$ cat src/rtl/ehsm_pkg.sv
// ----------------------------------------------------------------------------
// ehsm_pkg
// Shared constants, operation codes and control structs of the entity handle
// slot map.
// ----------------------------------------------------------------------------
package ehsm_pkg;

    // default table geometry
    localparam int MAX_HANDLES_DEF = 1024;
    localparam int SIG_BITS_DEF    = 8;

    // port field widths
    localparam int MODE_W    = 3;
    localparam int KEY_W     = 10;
    localparam int COMP_W    = 3;
    localparam int MASK_W    = 8;
    localparam int SIG_OUT_W = 8;
    localparam int STATUS_W  = 2;
    localparam int COUNT_W   = 11;

    // operation codes
    localparam logic [MODE_W-1:0] MODE_CREATE = 3'd0;
    localparam logic [MODE_W-1:0] MODE_DELETE = 3'd1;
    localparam logic [MODE_W-1:0] MODE_TOGGLE = 3'd2;
    localparam logic [MODE_W-1:0] MODE_EXISTS = 3'd3;
    localparam logic [MODE_W-1:0] MODE_MATCH  = 3'd4;

    // status codes
    localparam logic [STATUS_W-1:0] STAT_OK   = 2'd0;
    localparam logic [STATUS_W-1:0] STAT_FULL = 2'd1;
    localparam logic [STATUS_W-1:0] STAT_DEAD = 2'd2;

    // what the key scanner looks for
    typedef enum logic [1:0] {
        SCAN_FREE  = 2'd0,
        SCAN_SLOT  = 2'd1,
        SCAN_MATCH = 2'd2
    } scan_kind_t;

    // sequencer to scanner
    typedef struct packed {
        logic       start;
        scan_kind_t kind;
    } scan_cmd_t;

    // scanner to sequencer
    typedef struct packed {
        logic done;
        logic hit;
    } scan_stat_t;

endpackage

$ cat src/rtl/ehsm_scan.sv
// ----------------------------------------------------------------------------
// ehsm_scan
// Key scanner: walks keys upward one per cycle through a read pipeline
// (key map, then signature) and stops at the first hit or at the end of the table.
// ----------------------------------------------------------------------------
module ehsm_scan
    import ehsm_pkg::*;
#(
    parameter int MAX_HANDLES    = MAX_HANDLES_DEF,
    parameter int SIGNATURE_BITS = SIG_BITS_DEF
)
(
    input  logic                           clk,
    input  logic                           rst_n,
    input  scan_cmd_t                      cmd,
    input  logic [$clog2(MAX_HANDLES)-1:0] start_key,
    input  logic [SIGNATURE_BITS-1:0]      mask,
    input  logic [$clog2(MAX_HANDLES)-1:0] last_slot,
    input  logic [$clog2(MAX_HANDLES):0]   k_rdata,
    input  logic [SIGNATURE_BITS-1:0]      s_rdata,
    output logic [$clog2(MAX_HANDLES)-1:0] k_raddr,
    output logic [$clog2(MAX_HANDLES)-1:0] s_raddr,
    output scan_stat_t                     stat,
    output logic [$clog2(MAX_HANDLES)-1:0] hit_key,
    output logic [SIGNATURE_BITS-1:0]      hit_sig
);

    localparam int KW = $clog2(MAX_HANDLES);
    localparam int SB = SIGNATURE_BITS;

    logic              busy_reg, busy_next;
    scan_kind_t        kind_reg, kind_next;
    logic [KW:0]       cnt_reg, cnt_next;
    logic              s1_vld_reg, s1_vld_next;
    logic [KW-1:0]     s1_key_reg;
    logic              s2_vld_reg, s2_vld_next;
    logic [KW-1:0]     s2_key_reg;
    logic              s2_live_reg;
    logic [KW-1:0]     s2_slot_reg;
    logic              done_reg, done_next;
    logic              hit_reg, hit_next;
    logic [KW-1:0]     hit_key_reg;
    logic [SB-1:0]     hit_sig_reg;
    logic              issue;
    logic              s2_hit;

    // one key address per cycle until the end of the table
    assign issue   = busy_reg && (cnt_reg != (KW+1)'(MAX_HANDLES));
    assign k_raddr = cnt_reg[KW-1:0];
    assign s_raddr = k_rdata[KW-1:0];

    // hit test on the last stage
    always_comb
    begin
        case (kind_reg)
            SCAN_FREE:  s2_hit = !s2_live_reg;
            SCAN_SLOT:  s2_hit = s2_live_reg && (s2_slot_reg == last_slot);
            SCAN_MATCH: s2_hit = s2_live_reg && ((s_rdata & mask) == mask);
            default:    s2_hit = 1'b0;
        endcase
    end

    // scan control
    always_comb
    begin
        busy_next   = busy_reg;
        kind_next   = kind_reg;
        cnt_next    = cnt_reg;
        s1_vld_next = issue;
        s2_vld_next = s1_vld_reg;
        done_next   = 1'b0;
        hit_next    = 1'b0;
        if (cmd.start && !busy_reg)
        begin
            busy_next   = 1'b1;
            kind_next   = cmd.kind;
            cnt_next    = {1'b0, start_key};
            s1_vld_next = 1'b0;
            s2_vld_next = 1'b0;
        end
        else if (s2_vld_reg && s2_hit)
        begin
            busy_next   = 1'b0;
            s1_vld_next = 1'b0;
            s2_vld_next = 1'b0;
            done_next   = 1'b1;
            hit_next    = 1'b1;
        end
        else if (busy_reg && !issue && !s1_vld_reg && !s2_vld_reg)
        begin
            busy_next = 1'b0;
            done_next = 1'b1;
        end
        else if (issue)
        begin
            cnt_next = cnt_reg + (KW+1)'(1);
        end
    end

    // control registers
    always_ff @(posedge clk or negedge rst_n)
    begin
        if (!rst_n)
        begin
            busy_reg   <= 1'b0;
            kind_reg   <= SCAN_FREE;
            s1_vld_reg <= 1'b0;
            s2_vld_reg <= 1'b0;
            done_reg   <= 1'b0;
            hit_reg    <= 1'b0;
        end
        else
        begin
            busy_reg   <= busy_next;
            kind_reg   <= kind_next;
            s1_vld_reg <= s1_vld_next;
            s2_vld_reg <= s2_vld_next;
            done_reg   <= done_next;
            hit_reg    <= hit_next;
        end
    end

    // pipeline payload
    always_ff @(posedge clk)
    begin
        cnt_reg     <= cnt_next;
        s1_key_reg  <= cnt_reg[KW-1:0];
        s2_key_reg  <= s1_key_reg;
        s2_live_reg <= k_rdata[KW];
        s2_slot_reg <= k_rdata[KW-1:0];
        if (s2_vld_reg && s2_hit)
        begin
            hit_key_reg <= s2_key_reg;
            hit_sig_reg <= s_rdata;
        end
    end

    assign stat.done = done_reg;
    assign stat.hit  = hit_reg;
    assign hit_key   = hit_key_reg;
    assign hit_sig   = hit_sig_reg;

endmodule

$ cat config.mk
export PLATFORM = sky130hd
export DESIGN_NAME = ehsm_scan
export DESIGN_NICKNAME = d
export VERILOG_FILES = /design/src/rtl/ehsm_pkg.sv /design/src/rtl/ehsm_scan.sv
export SDC_FILE = /design/constraint.sdc
export NUM_CORES = 1
export LEC_CHECK = 0
export ABC_AREA = 1
export ABC_CLOCK_PERIOD_IN_PS = 2800
export BUFFER_PORTS_ARGS = -buffer_cell sky130_fd_sc_hd__buf_2
export CAP_MARGIN = 20
export CORE_MARGIN = 1.5
export CORE_UTILIZATION = 32
export DETAILED_ROUTE_END_ITERATION = 8
export GPL_TIMING_DRIVEN = 0
export PLACE_DENSITY = 0.62
export SYNTH_ARGS = -nofsm -noshare
export SYNTH_HDL_FRONTEND = slang
export SYNTH_SLANG_ARGS = --single-unit
$ cat constraint.sdc
create_clock -name clk -period 2.8 [get_ports clk]
set_clock_uncertainty 0.2 [all_clocks]
set_input_delay 0.14 -clock clk [delete_from_list [all_inputs] [get_ports clk]]
set_output_delay 0.14 -clock clk [all_outputs]
set_load 0.005 [all_outputs]
* After elaboration in Yosys (flattened, before gate mapping)
Cells that the tools add are included.
** Word-level totals
- Register bits :: 67
- Bits of input ports :: 52
- Output and inout bits :: 40
- Logic and storage cells :: 60
** Operators by class
- Add/sub/neg operators :: 1
- Equal/unequal tests :: 7
- Multiplexer cells :: 17
- Bitwise gates (word level) :: 3
- Reduce and logical (&&, ||, !) cells :: 18
** Operators with widths (count)
- $mux W10 :: 4
- $mux W1 :: 12
- $add A11 B1 Y11 const B :: 1
- $ne A11 B11 Y1 const B :: 1
- $eq A10 B10 Y1 :: 1
- $and A8 B8 Y8 :: 1
- $eq A8 B8 Y1 :: 1
- $logic_and A1 B1 Y1 :: 8
- $reduce_and A3 Y1 :: 2
- $logic_not A1 Y1 :: 5
- $ne A2 B2 Y1 const B :: 2
- $pmux W1 S3 :: 1
- $reduce_bool A3 Y1 :: 1
- $eq A2 B1 Y1 const B :: 1
- $eq A2 B2 Y1 const B :: 1
- $logic_not A2 Y1 :: 1
- $not A1 Y1 :: 2
- $reduce_bool A2 Y1 :: 1

* Depth between registers and ports, before layout
Gate-level depths: netlist of the first run.
- Depth in word-level cells :: 9
- Gate-level depth with buffers :: 13
- Mapped depth without buffers :: 13

* Least setup slack after synthesis of the first run
No wires, ideal clock.
- Kind :: reg-to-reg
- Start :: register kind_reg[0]
- End :: register cnt_reg[0] (enable)
- Arrival time :: 1.265 ns
- Path slack :: 0.996 ns
- Stages on the path, launching flop included :: 10
- Clock period less this slack :: 1.804 ns
- Cell sequence :: dfrtp_1 inv_1 ha_1 nand2_1 a21oi_1 nand2_1 nand2_2 nand2_4 nand2_2 nand2_1
** On the way
- Word-level cells in the longest chain between the ends :: 5
- Elaborated cells on any way between the ends :: 7
** Ends and longest elaborated chain
- start: declaration :: RTL line ehsm_scan.sv:32 : scan_kind_t kind_reg, kind_next;
- start signal: assignment :: RTL line ehsm_scan.sv:115 : kind_reg <= kind_next;
- $eq A2 B2 Y1, or another cell as far along :: RTL line ehsm_scan.sv:55 : case (kind_reg)
- $pmux W1 S3 (*) :: RTL line ehsm_scan.sv:55
- $logic_and A1 B1 Y1 (*) :: RTL line ehsm_scan.sv:81 : else if (s2_vld_reg && s2_hit)
- $ne A2 B2 Y1 (no source line) (*)
- $reduce_and A3 Y1 (no source line) (*)
- end signal: assignment :: RTL line ehsm_scan.sv:126 : cnt_reg <= cnt_next;
- end: declaration :: RTL line ehsm_scan.sv:33 : logic [KW:0] cnt_reg, cnt_next;
Mark *: on every way between the ends. The rest lies on a longest branch, timed or not.
A chain may end at the register's enable or synchronous reset.

* Worst setup path after layout of the first run
- Start :: register cnt_reg[0]
- End :: register cnt_reg[2] (enable)
** On the way
- Word-level cells in the longest chain between the ends :: 8
- Elaborated cells on any way between the ends :: 9
** Ends and longest elaborated chain
- $ne A11 B11 Y1 (*) :: RTL line ehsm_scan.sv:48 : assign issue = busy_reg && (cnt_reg != (KW+1)'(MAX_HANDLES));
- $logic_and A1 B1 Y1 (*) :: RTL line ehsm_scan.sv:48
- $logic_not A1 Y1 :: RTL line ehsm_scan.sv:89 : else if (busy_reg && !issue && !s1_vld_reg && !s2_vld_reg)
- $logic_and A1 B1 Y1 (3 in a row) :: RTL line ehsm_scan.sv:89
- $ne A2 B2 Y1 (no source line)
- $reduce_and A3 Y1 (no source line) (*)
Marks and branches as above.

==> results of run 1 <==
## cells in the final DEF, fill, tap and decap left out, types with 2 or more instances in the layout
cell / instances
inv_6: 3
xor2_1: 8
xnor2_1: 5
ha_1: 5
dfrtp_1: 7
inv_1: 32
nand2_1: 48
edfxtp_1: 28
nand2_2: 2
nand3_1: 8
dfxtp_1: 32
dlygate4sd3_1: 33
inv_2: 5
nor3_1: 2
buf_4: 22
nor2_1: 12
o21ai_1: 13
nor3_2: 2
buf_2: 91
o21ai_0: 3
clkbuf_8: 9
nor2_2: 2
nor4_2: 2
## worst reg2reg max path: stages, from the launching register on
cell and delay, ps:
edfxtp_1 490, inv_1 110, ha_1 150, nand3_1 80, nor3_1 270, nor2_1 100, nand2_2 90, nand2_1 280
## power breakdown
| part | internal, W | switching [W] | leakage, nW | total (W) |
|---|---|---|---|---|
| combinational | 0.000424 | 0.000471 | 1.08 | 0.000895 |
| sequential | 0.00146 | 0.000176 | 0.622 | 0.00163 |
| clock | 0.000428 | 0.000409 | 0.103 | 0.000837 |
## layer usage
metal	up-vias	GRT usage
met4	0	0.0644
met5	-	0
met3	8	0.0333
li1	1022	-
met1	900	0.140
met2	38	0.230
## synthesized netlist by cell type (all sizes together)
master	n
a21oi	2
buf	23
clkbuf	1
dfrtp	7
dfxtp	32
edfxtp	28
ha	5
inv	37
nand2	51
nand3	8
nand4	1
nor2	14
nor3	4
nor4	2
o21ai	16
o22ai	1
xnor2	5
xor2	8
## logic make-up after synthesis
| logic type | after synthesis | synth area share |
|---|---|---|
| xor gates and xnor gates | 13 | 0.0435 |
| adders and majority gates | 5 | 0.0239 |
| AOI/OAI and AO/OA | 19 | 0.0383 |
| DFF | 67 | 0.633 |
| buffers and inverters | 61 | 0.122 |
| and+or+nand+nor | 80 | 0.139 |
## cell type report
cell class | instances | area (um2)
clock buffers | 9 | 124
inverters | 37 | 139
plain buffers | 24 | 180
repair buffers | 124 | 786
multi-input cells | 117 | 639
well taps | 102 | 128
flip-flops and latches | 67 | 1660
clock inverters | 7 | 83.8
fillers | 733 | 4070
## through the flow
step / util / setup WS [ps] / instance area (um2)
2_1_floorplan: - / 996 / 2620
3_3_place_gp: 0.410 / 676 / 3200
3_5_place_dp: 0.410 / 679 / 3200
4_1_cts: 0.479 / 630 / 3740
5_1_grt: 0.479 / 496 / 3740
6_report: 0.479 / 675 / 3740
## worst max-delay path by stage
stage | start | endpoint | depth (start not counted)
floorplan | kind_reg[0]$_DFFE_PN0P_ | cnt_reg[0]$_DFFE_PP_ | 9
global placement | cnt_reg[0]$_DFFE_PP_ | cnt_reg[3]$_DFFE_PP_ | 7
detailed placement | cnt_reg[0]$_DFFE_PP_ | cnt_reg[3]$_DFFE_PP_ | 7
CTS | cnt_reg[0]$_DFFE_PP_ | cnt_reg[9]$_DFFE_PP_ | 7
global route | cnt_reg[0]$_DFFE_PP_ | cnt_reg[7]$_DFFE_PP_ | 7
finish | cnt_reg[0]$_DFFE_PP_ | cnt_reg[2]$_DFFE_PP_ | 7
==> impl_metrics.csv, run 1 <==
group,metric,value,unit
outcome,status,"finished, final reports clean",
synthesis,synthTopCellsByArea,"edfxtp_1 32%, dfxtp_1 24%, nand2_1 6.9%",
clock_tree,clock-sinks,67,
drt,vias,1968,
synthesis,ys_ff_latch,67,
power_and_ir_drop,p_leak,1.80,nW
hold_path,worstHoldStart,"cmd[2]",
setup_path,reg2reg_slack,680,ps
die,initial_core_util,0.335,
setup_path,crit_chain,"inv_1 -> ha_1 -> nand3_1 -> nor3_1 -> nor2_1 -> nand2_2 -> nand2_1",
cells_and_area,n_antenna_cell,0,
setup_path,reg2reg_to,"cnt_reg[2]$_DFFE_PP_",
timing,hold_ws,71.3,ps
global_routing,grt_pass1_vias,1925,
clock_tree,clockBufferDepth,2,
synthesis,ys_seq_area_frac,0.633,
clock_tree,cts_resized,0,
drt,top_signal_layer_used,"met4",
setup_path,crit_slowest_cell,"edfxtp_1",
synthesis,synth_top_area_cell,"edfxtp_1",
setup_path,slowest_delay,490,ps
die,die_w,93.4,um
place,place_congestion,0.773,
setup_path,critPathLaunchType,"flip-flop",
global_routing,grt_usage,0.129,
setup_path,end_kind,"flip-flop",
cells_and_area,area_growth,42.9,%
drt,drc,0,
timing,drv_slew,0,
clock_tree,clk_latency,340,ps
hold_path,worstHoldPathType,"input port to flip-flop",
clock_tree,cts_setup_buffers,0,
synthesis,yosysUniqueCellTypes,26,
clock_tree,cts_buffers,9,
cells_and_area,final_cells,487,
hold_path,holdPathStages,4,
cells_and_area,largest_reg_flops,11,
setup_path,required,2590,ps
cells_and_area,nets,437,
drt,drt_pass1_iterations,4,
power_and_ir_drop,total_power,0.00337,W
place,numPortBuffers,91,
synthesis,yosys_warnings,0,
global_routing,grt_pass1_wl,8500,um
timing,fmax,0.471,GHz
run,maxCapViolCount,0,
synthesis,synth_nets,302,
setup_path,cp_top_family,"simple AND/OR/NAND/NOR gates",
timing,setup_violations,0,
timing,post-route-period-util,0.759,
synthesis,syn_area_per_cell,10.7,um2
die,ios,92,
synthesis,synth_cells,245,
setup_path,crit_arrival,1920,ps
synthesis,syn_area,0.00262,mm2
setup_path,r2r_cells,7,
drt,wl,5340,um
drt,avgViaCountPerCell,4.04,
power_and_ir_drop,ir_worst_vdd,0.284,mV
global_routing,overflow,0,
global_routing,grt_max_degree,20,
power_and_ir_drop,power.density,901,mW/mm2
cells_and_area,drive_gt1_frac,0.377,
timing,min_period,2120,ps
drt,wl_met3,208,um
die,die_h,93.4,um
global_routing,antenna_found_initial,0,
synthesis,yosysTopAreaCellShare,0.322,
die,core,0.00781,mm2
clock_tree,holdBufCountCts,33,
drt,dr_wl_met2,2800,um
die,dieArea,0.00872,mm2
setup_path,cp_num_buf_inv,1,
drt,drt_iter0_drc,37,
place,hpwl,3790,um
timing,worst_slew_pin_slew,522,ps
clock_tree,clockRootBuffer,"clkbuf_8",
clock_tree,htree_levels,3,
timing,hold_violations,0,
setup_path,path_class,"flip-flop to flip-flop",
place,dp_cells,438,
drt,wl_per_cell,11.0,um
hold_path,whs_endpoint,"cnt_reg[5]$_DFFE_PP_",
die,row_count,32,
timing,maxSlewHeadroom,0.652,
timing,tns,0,ps
clock_tree,cts_tree,"yes",
clock_tree,clkTransAtPathRegs,90,ps
setup_path,worstPathMaxFanout,10,
drt,drtAntennaViolNets,0,
setup_path,r2r_start,"cnt_reg[0]$_DFFE_PP_",
timing,rsz0062_at_grt,"no",
drt,met1_length,2220,um
Note: power is estimated with default switching activity, not from simulation.
==> inputs of run 2 (changes only) <==
- ABC_CLOCK_PERIOD_IN_PS: 2800 -> 1700
- PLACE_DENSITY: 0.62 -> 0.64
- clock period: 2.8 -> 1.7 ns (I/O delays scaled with it)
==> run 2 against run 1 <==
The run now ends with setup timing left. Total power grew 80%. Worst hold slack lost 14 ps. Critical path depth is the same. Cell count grew 4.3%. Register-to-register slack lost 770 ps. Sequential power grew 66%. Non-clock buffer count grew 20. Critical path type unchanged. Largest power group unchanged.
==> impl_metrics.csv, run 2 (synthesized netlist as in run 1, its figures left out) <==
group,metric,value,unit
power_and_ir_drop,power.density,1500,mW/mm2
timing,worst_slew_pin_slew,330,ps
setup_path,cp_common_cell,"nand2_4",
global_routing,overflow,0,
cells_and_area,utilization,0.517,
drt,drt_iter0_drc,65,
place,numPortBuffers,91,
die,core,0.00781,mm2
power_and_ir_drop,p_sw_frac,0.313,
hold_path,worstHoldPathType,"input port to flip-flop",
timing,setup_violations,21,
setup_path,reg2reg_slack,-100,ps
setup_path,path_class,"flip-flop to flip-flop",
global_routing,grt_pass1_wl,9330,um
drt,wl,5780,um
setup_path,crit_arrival,1680,ps
timing,worst_slack,-97.0,ps
outcome,violations,"setup timing",
die,die_w,93.4,um
setup_path,critPathLaunchType,"flip-flop",
hold_path,whs_endpoint,"cnt_reg[5]$_DFFE_PP_",
cells_and_area,final_cell_mix,"91 x buf_2, 44 x nand2_1, 40 x buf_4",
power_and_ir_drop,p_switching,0.00189,W
power_and_ir_drop,internal_power,0.00416,W
cells_and_area,largest_reg_flops,11,
run,maxCapViolCount,0,
place,hpwl,3790,um
clock_tree,clkTransAtPathRegs,70,ps
power_and_ir_drop,ir_worst_vdd,0.587,mV
power_and_ir_drop,clkPwrFrac,0.219,
cells_and_area,area_growth,54.3,%
clock_tree,clockBufferDepth,2,
cells_and_area,nets,458,
cells_and_area,n_antenna_cell,0,
drt,drt_pass1_iterations,4,
timing,min_period,1800,ps
timing,drv_slew,0,
drt,wl_per_cell,11.4,um
setup_path,required,1590,ps
die,row_count,32,
setup_path,cp_top_family,"simple AND/OR/NAND/NOR gates",
die,initial_core_util,0.335,
clock_tree,clock-sinks,67,
setup_path,r2r_start,"cnt_reg[1]$_DFFE_PP_",
drt,vias,2108,
outcome,status,"finished with violations",
setup_path,crit_chain,"inv_1 -> ha_2 -> nand3_2 -> nor3_4 -> nor2_2 -> nand2_4 -> nand2_4",
clock_tree,clk_latency,340,ps
timing,hold_ws,57.6,ps
global_routing,grt_pass1_vias,2145,
cells_and_area,layout_commonest_cell,"buf_2",
power_and_ir_drop,seq_power_share,0.446,
hold_path,worstHoldStart,"cmd[2]",
timing,hold_violations,0,
timing,post-route-period-util,1.06,
clock_tree,htree_levels,3,
setup_path,cp_num_buf_inv,1,
cells_and_area,fillers,712,
setup_path,end_kind,"flip-flop",
setup_path,reg2reg_to,"cnt_reg[2]$_DFFE_PP_",
die,dieArea,0.00872,mm2
clock_tree,cts_tree,"yes",
timing,rsz0062_at_grt,"yes",
clock_tree,clockRootBuffer,"clkbuf_8",
drt,drtAntennaViolNets,0,
power_and_ir_drop,p_leak,1.94,nW
place,place_congestion,0.804,
die,ios,92,
timing,fmax,0.556,GHz
die,die_h,93.4,um
global_routing,grt_usage,0.140,
cells_and_area,drive_gt1_frac,0.463,
setup_path,crit_slowest_cell,"edfxtp_1",
setup_path,slowest_delay,440,ps
drt,avgViaCountPerCell,4.15,
setup_path,r2r_cells,7,
power_and_ir_drop,combinationalPowerShare,0.335,
clock_tree,cts_buffers,9,
drt,drc,0,
hold_path,holdPathStages,4,
setup_path,worstPathMaxFanout,5,
global_routing,antenna_found_initial,0,
global_routing,grt_max_degree,20,
timing,maxSlewHeadroom,0.780,
-- run 2: cell types whose count changed in the layout (fill, tap and decap cells not counted), moves of 3 or more --
cell	before	now
nand2_1	48	44
nor2_1	12	9
nand3_2	0	4
ha_1	5	2
inv_6	3	0
nand2_4	1	4
nand3_1	8	3
buf_4	22	40
-- run 2: power groups by stage --
stage                     combinational (W)  clock, W  sequential, W
after global routing                0.00226   0.00142        0.00277
after detailed placement            0.00146         0        0.00273
final                               0.00202   0.00132        0.00270
after CTS                           0.00180   0.00136        0.00270
after global placement              0.00143         0        0.00270
after floorplan                    0.000970         0        0.00265
-- run 2: how the worst max path moves through the flow --
stage,startpoint,to,cells past startpoint
global placement,cnt_reg[0]$_DFFE_PP_,cnt_reg[3]$_DFFE_PP_,7
floorplan,kind_reg[1]$_DFFE_PN0P_,hit_key[0]$_DFFE_PP_,8
detailed placement,cnt_reg[0]$_DFFE_PP_,cnt_reg[5]$_DFFE_PP_,7
finish,cnt_reg[1]$_DFFE_PP_,cnt_reg[2]$_DFFE_PP_,7
CTS,kind_reg[1]$_DFFE_PN0P_,cnt_reg[2]$_DFFE_PP_,9
global route,cnt_reg[0]$_DFFE_PP_,busy_reg$_DFFE_PN0P_,8
-- run 2: per-stage QoR --
| stage | instances | cell area [um2] | setup TNS [ps] | total power (W) | worst slack (ps) |
|---|---|---|---|---|---|
| 4_1_cts | 502 | 3890 | -1680 | 0.00585 | -62.2 |
| 2_1_floorplan | 245 | 2630 | 0 | 0.00363 | 19.9 |
| 3_3_place_gp | 438 | 3210 | -4510 | 0.00413 | -195 |
| 6_report | 508 | 4030 | -1010 | 0.00605 | -97.0 |
| 3_5_place_dp | 438 | 3210 | -5420 | 0.00419 | -195 |
| 5_1_grt | 508 | 4030 | -3860 | 0.00645 | -185 |
-- run 2: worst register-to-register path, cell delays in order, from the launching register on --
cell	delay [ps]
edfxtp_1	440
inv_1	110
ha_2	180
nand3_2	90
nor3_4	240
nor2_2	90
nand2_4	110
nand2_4	90
-- run 2: routing by layer --
layer	share of wire	GRT usage	vias to the layer above	wire [um]
li1	-	-	1069	-
met4	0.023	0.0909	0	130
met2	0.52	0.241	48	3030
met5	0	0	-	0
met3	0.045	0.0276	12	262
met1	0.41	0.156	979	2350
-- run 2: layout make-up --
| type | count | area (um2) | share of cell area |
|---|---|---|---|
| flip-flops and latches | 67 | 1660 | 0.411 |
| inverters | 37 | 151 | 0.0375 |
| repair buffers | 144 | 943 | 0.234 |
| clock inverters | 5 | 51.3 | 0.0127 |
| well taps | 102 | 128 | 0.0316 |
| multi-input cells | 118 | 771 | 0.191 |
| clock buffers | 11 | 151 | 0.0375 |
| plain buffers | 24 | 181 | 0.0450 |
-- run 2: what timing repair did --
item | in CTS | in global routing
hold endpoints to repair | 38 | 0
pin swaps | 7 | 12
endpoints found under the setup margin | 35 | 45
resized for setup | 13 | 21
hold buffers | 33 | 0
gates cloned | 1 | 0
setup buffers | 14 | 6
==> inputs of run 3 (changes only) <==
- ABC_CLOCK_PERIOD_IN_PS: 1700 -> 2000
- PLACE_DENSITY: 0.64 -> 0.62
- clock period: 1.7 -> 2 ns (I/O delays scaled with it)
==> run 3 against run 2 <==
The run now ends clean. Maximum frequency down 2.6%. Register-to-register slack better by 250 ps. Critical path type unchanged. Largest cell class unchanged. Critical path depth up 1. Die area unchanged. Non-clock buffer count down 18. Largest power group unchanged.
==> impl_metrics.csv, run 3 (synthesized netlist as in run 1, its figures left out) <==
group,metric,value,unit
clock_tree,htree_levels,3,
cells_and_area,largest_reg_flops,11,
clock_tree,clkTransAtPathRegs,90,ps
global_routing,overflow,0,
place,dp_cells,438,
cells_and_area,area_growth,44.0,%
clock_tree,clock-sinks,67,
cells_and_area,final_cells,489,
timing,min_period,1840,ps
drt,vias,1994,
cells_and_area,regArea,0.00166,mm2
cells_and_area,nets,439,
die,ios,92,
place,dp_slack,-121,ps
timing,fmax,0.542,GHz
outcome,status,"finished, final reports clean",
cells_and_area,layout_commonest_cell,"buf_2",
drt,drtAntennaViolNets,0,
cells_and_area,fillers,729,
clock_tree,cts_buffers,9,
cells_and_area,multiInputGateArea,652,um2
cells_and_area,drive_gt1_frac,0.385,
die,core,0.00781,mm2
clock_tree,cts_tree,"yes",
timing,setup_violations,0,
power_and_ir_drop,p_leak,1.81,nW
die,initial_core_util,0.335,
drt,drt_pass1_iterations,4,
timing,maxSlewHeadroom,0.657,
timing,post-route-period-util,0.922,
place,place_congestion,0.773,
die,dieArea,0.00872,mm2
power_and_ir_drop,total_power,0.00476,W
setup_path,path_class,"flip-flop to flip-flop",
setup_path,worstPathMaxFanout,19,
timing,worst_slew_pin_slew,515,ps
global_routing,grt_max_degree,20,
cells_and_area,final_cell_mix,"91 x buf_2, 47 x nand2_1, 33 x dlygate4sd3_1",
place,numPortBuffers,91,
setup_path,critPathLaunchType,"flip-flop",
setup_path,end_kind,"flip-flop",
timing,worst_slack,155,ps
drt,wl,5360,um
cells_and_area,n_antenna_cell,0,
place,hpwl,3790,um
drt,drc,0,
die,row_count,32,
timing,drv_slew,0,
global_routing,grt_pass1_wl,8510,um
power_and_ir_drop,ir_worst_vdd,0.408,mV
setup_path,required,1830,ps
clock_tree,clockRootBuffer,"clkbuf_8",
global_routing,grt_pass1_vias,1937,
die,die_w,93.4,um
die,die_h,93.4,um
power_and_ir_drop,power.density,1260,mW/mm2
setup_path,crit_arrival,1670,ps
drt,drt_iter0_drc,47,
clock_tree,clockBufferDepth,2,
drt,avgViaCountPerCell,4.08,
clock_tree,clk_latency,340,ps
global_routing,grt_usage,0.129,
drt,wl_per_cell,11.0,um
global_routing,antenna_found_initial,0,
timing,rsz0062_at_grt,"no",
hold_path,worstHoldPathType,"input port to flip-flop",
timing,hold_violations,0,
run,maxCapViolCount,0,
[run 3: cell types whose count changed in the layout (fill, tap and decap cells not counted), moves of 3 or more]
| cell | before | now |
|---|---|---|
| ha_1 | 2 | 5 |
| nand3_1 | 3 | 8 |
| nand2_1 | 44 | 47 |
| nand3_2 | 4 | 0 |
| inv_6 | 0 | 3 |
| buf_4 | 40 | 24 |
| nor2_1 | 9 | 12 |
[run 3: where the power goes]
part           switching [W]  leakage [nW]  internal, W  total, W
clock network       0.000575         0.103     0.000599   0.00117
registers           0.000234         0.622      0.00204   0.00227
logic               0.000691          1.09     0.000626   0.00132
[run 3: repair_timing]
| item | 4_1_cts | 5_1_grt |
|---|---|---|
| pin swaps | 0 | 0 |
| cloned | 0 | 0 |
| setup buffers | 2 | 0 |
| endpoints found under the setup margin | 28 | 10 |
| gates resized for setup | 2 | 2 |
| endpoints found under the hold margin | 38 | 0 |
| hold buffers | 33 | 0 |
[run 3: worst paths after layout]
path | from | to | slack, ps | cells past startpoint
min in group asynchronous | rst_n | done_reg$_DFF_PN0_ | 520 | 3
max reg2reg | kind_reg[1]$_DFFE_PN0P_ | hit_sig[0]$_DFFE_PP_ | 160 | 8
min reg2reg | s1_key_reg[6]$_DFF_P_ | s2_key_reg[6]$_DFF_P_ | 130 | 0
max in group asynchronous | rst_n | kind_reg[0]$_DFFE_PN0P_ | 840 | 3
min | cmd[2] | cnt_reg[5]$_DFFE_PP_ | 30 | 4
max | kind_reg[1]$_DFFE_PN0P_ | hit_sig[0]$_DFFE_PP_ | 160 | 8
[run 3: worst max-delay path, cell delays in order, from the launching register on]
cell and delay (ps):
dfrtp_1 380, inv_1 70, ha_1 270, nand2_1 50, a21oi_1 110, nand2_1 80
nand2_2 80, nand2_4 80, inv_4 210
[run 3: layout make-up]
class | instances | share of cell area
clock buffer | 9 | 0.0329
clock inverter | 7 | 0.0223
timing repair buffer | 126 | 0.213
multi-input combinational | 117 | 0.173
inverter | 37 | 0.0375
sequential | 67 | 0.440
tap | 102 | 0.0339
buffer | 24 | 0.0478
[run 3: metal layers]
| metal | track usage | up-vias | part of all wire |
|---|---|---|---|
| li1 | - | 1027 | - |
| met1 | 0.139 | 920 | 0.40 |
| met2 | 0.232 | 39 | 0.53 |
| met3 | 0.0333 | 8 | 0.046 |
| met4 | 0.0644 | 0 | 0.021 |
| met5 | 0 | - | 0 |
[run 3: through the flow]
stage	setup TNS [ps]	hold slack, ps	utilization	instance area, um2
finish	0	32.3	0.482	3770
CTS	0	20.3	0.481	3760
global route	0	44.6	0.482	3770
detailed placement	-1700	-257	0.410	3200
floorplan	0	-396	-	2620
global placement	-1240	-261	0.410	3200
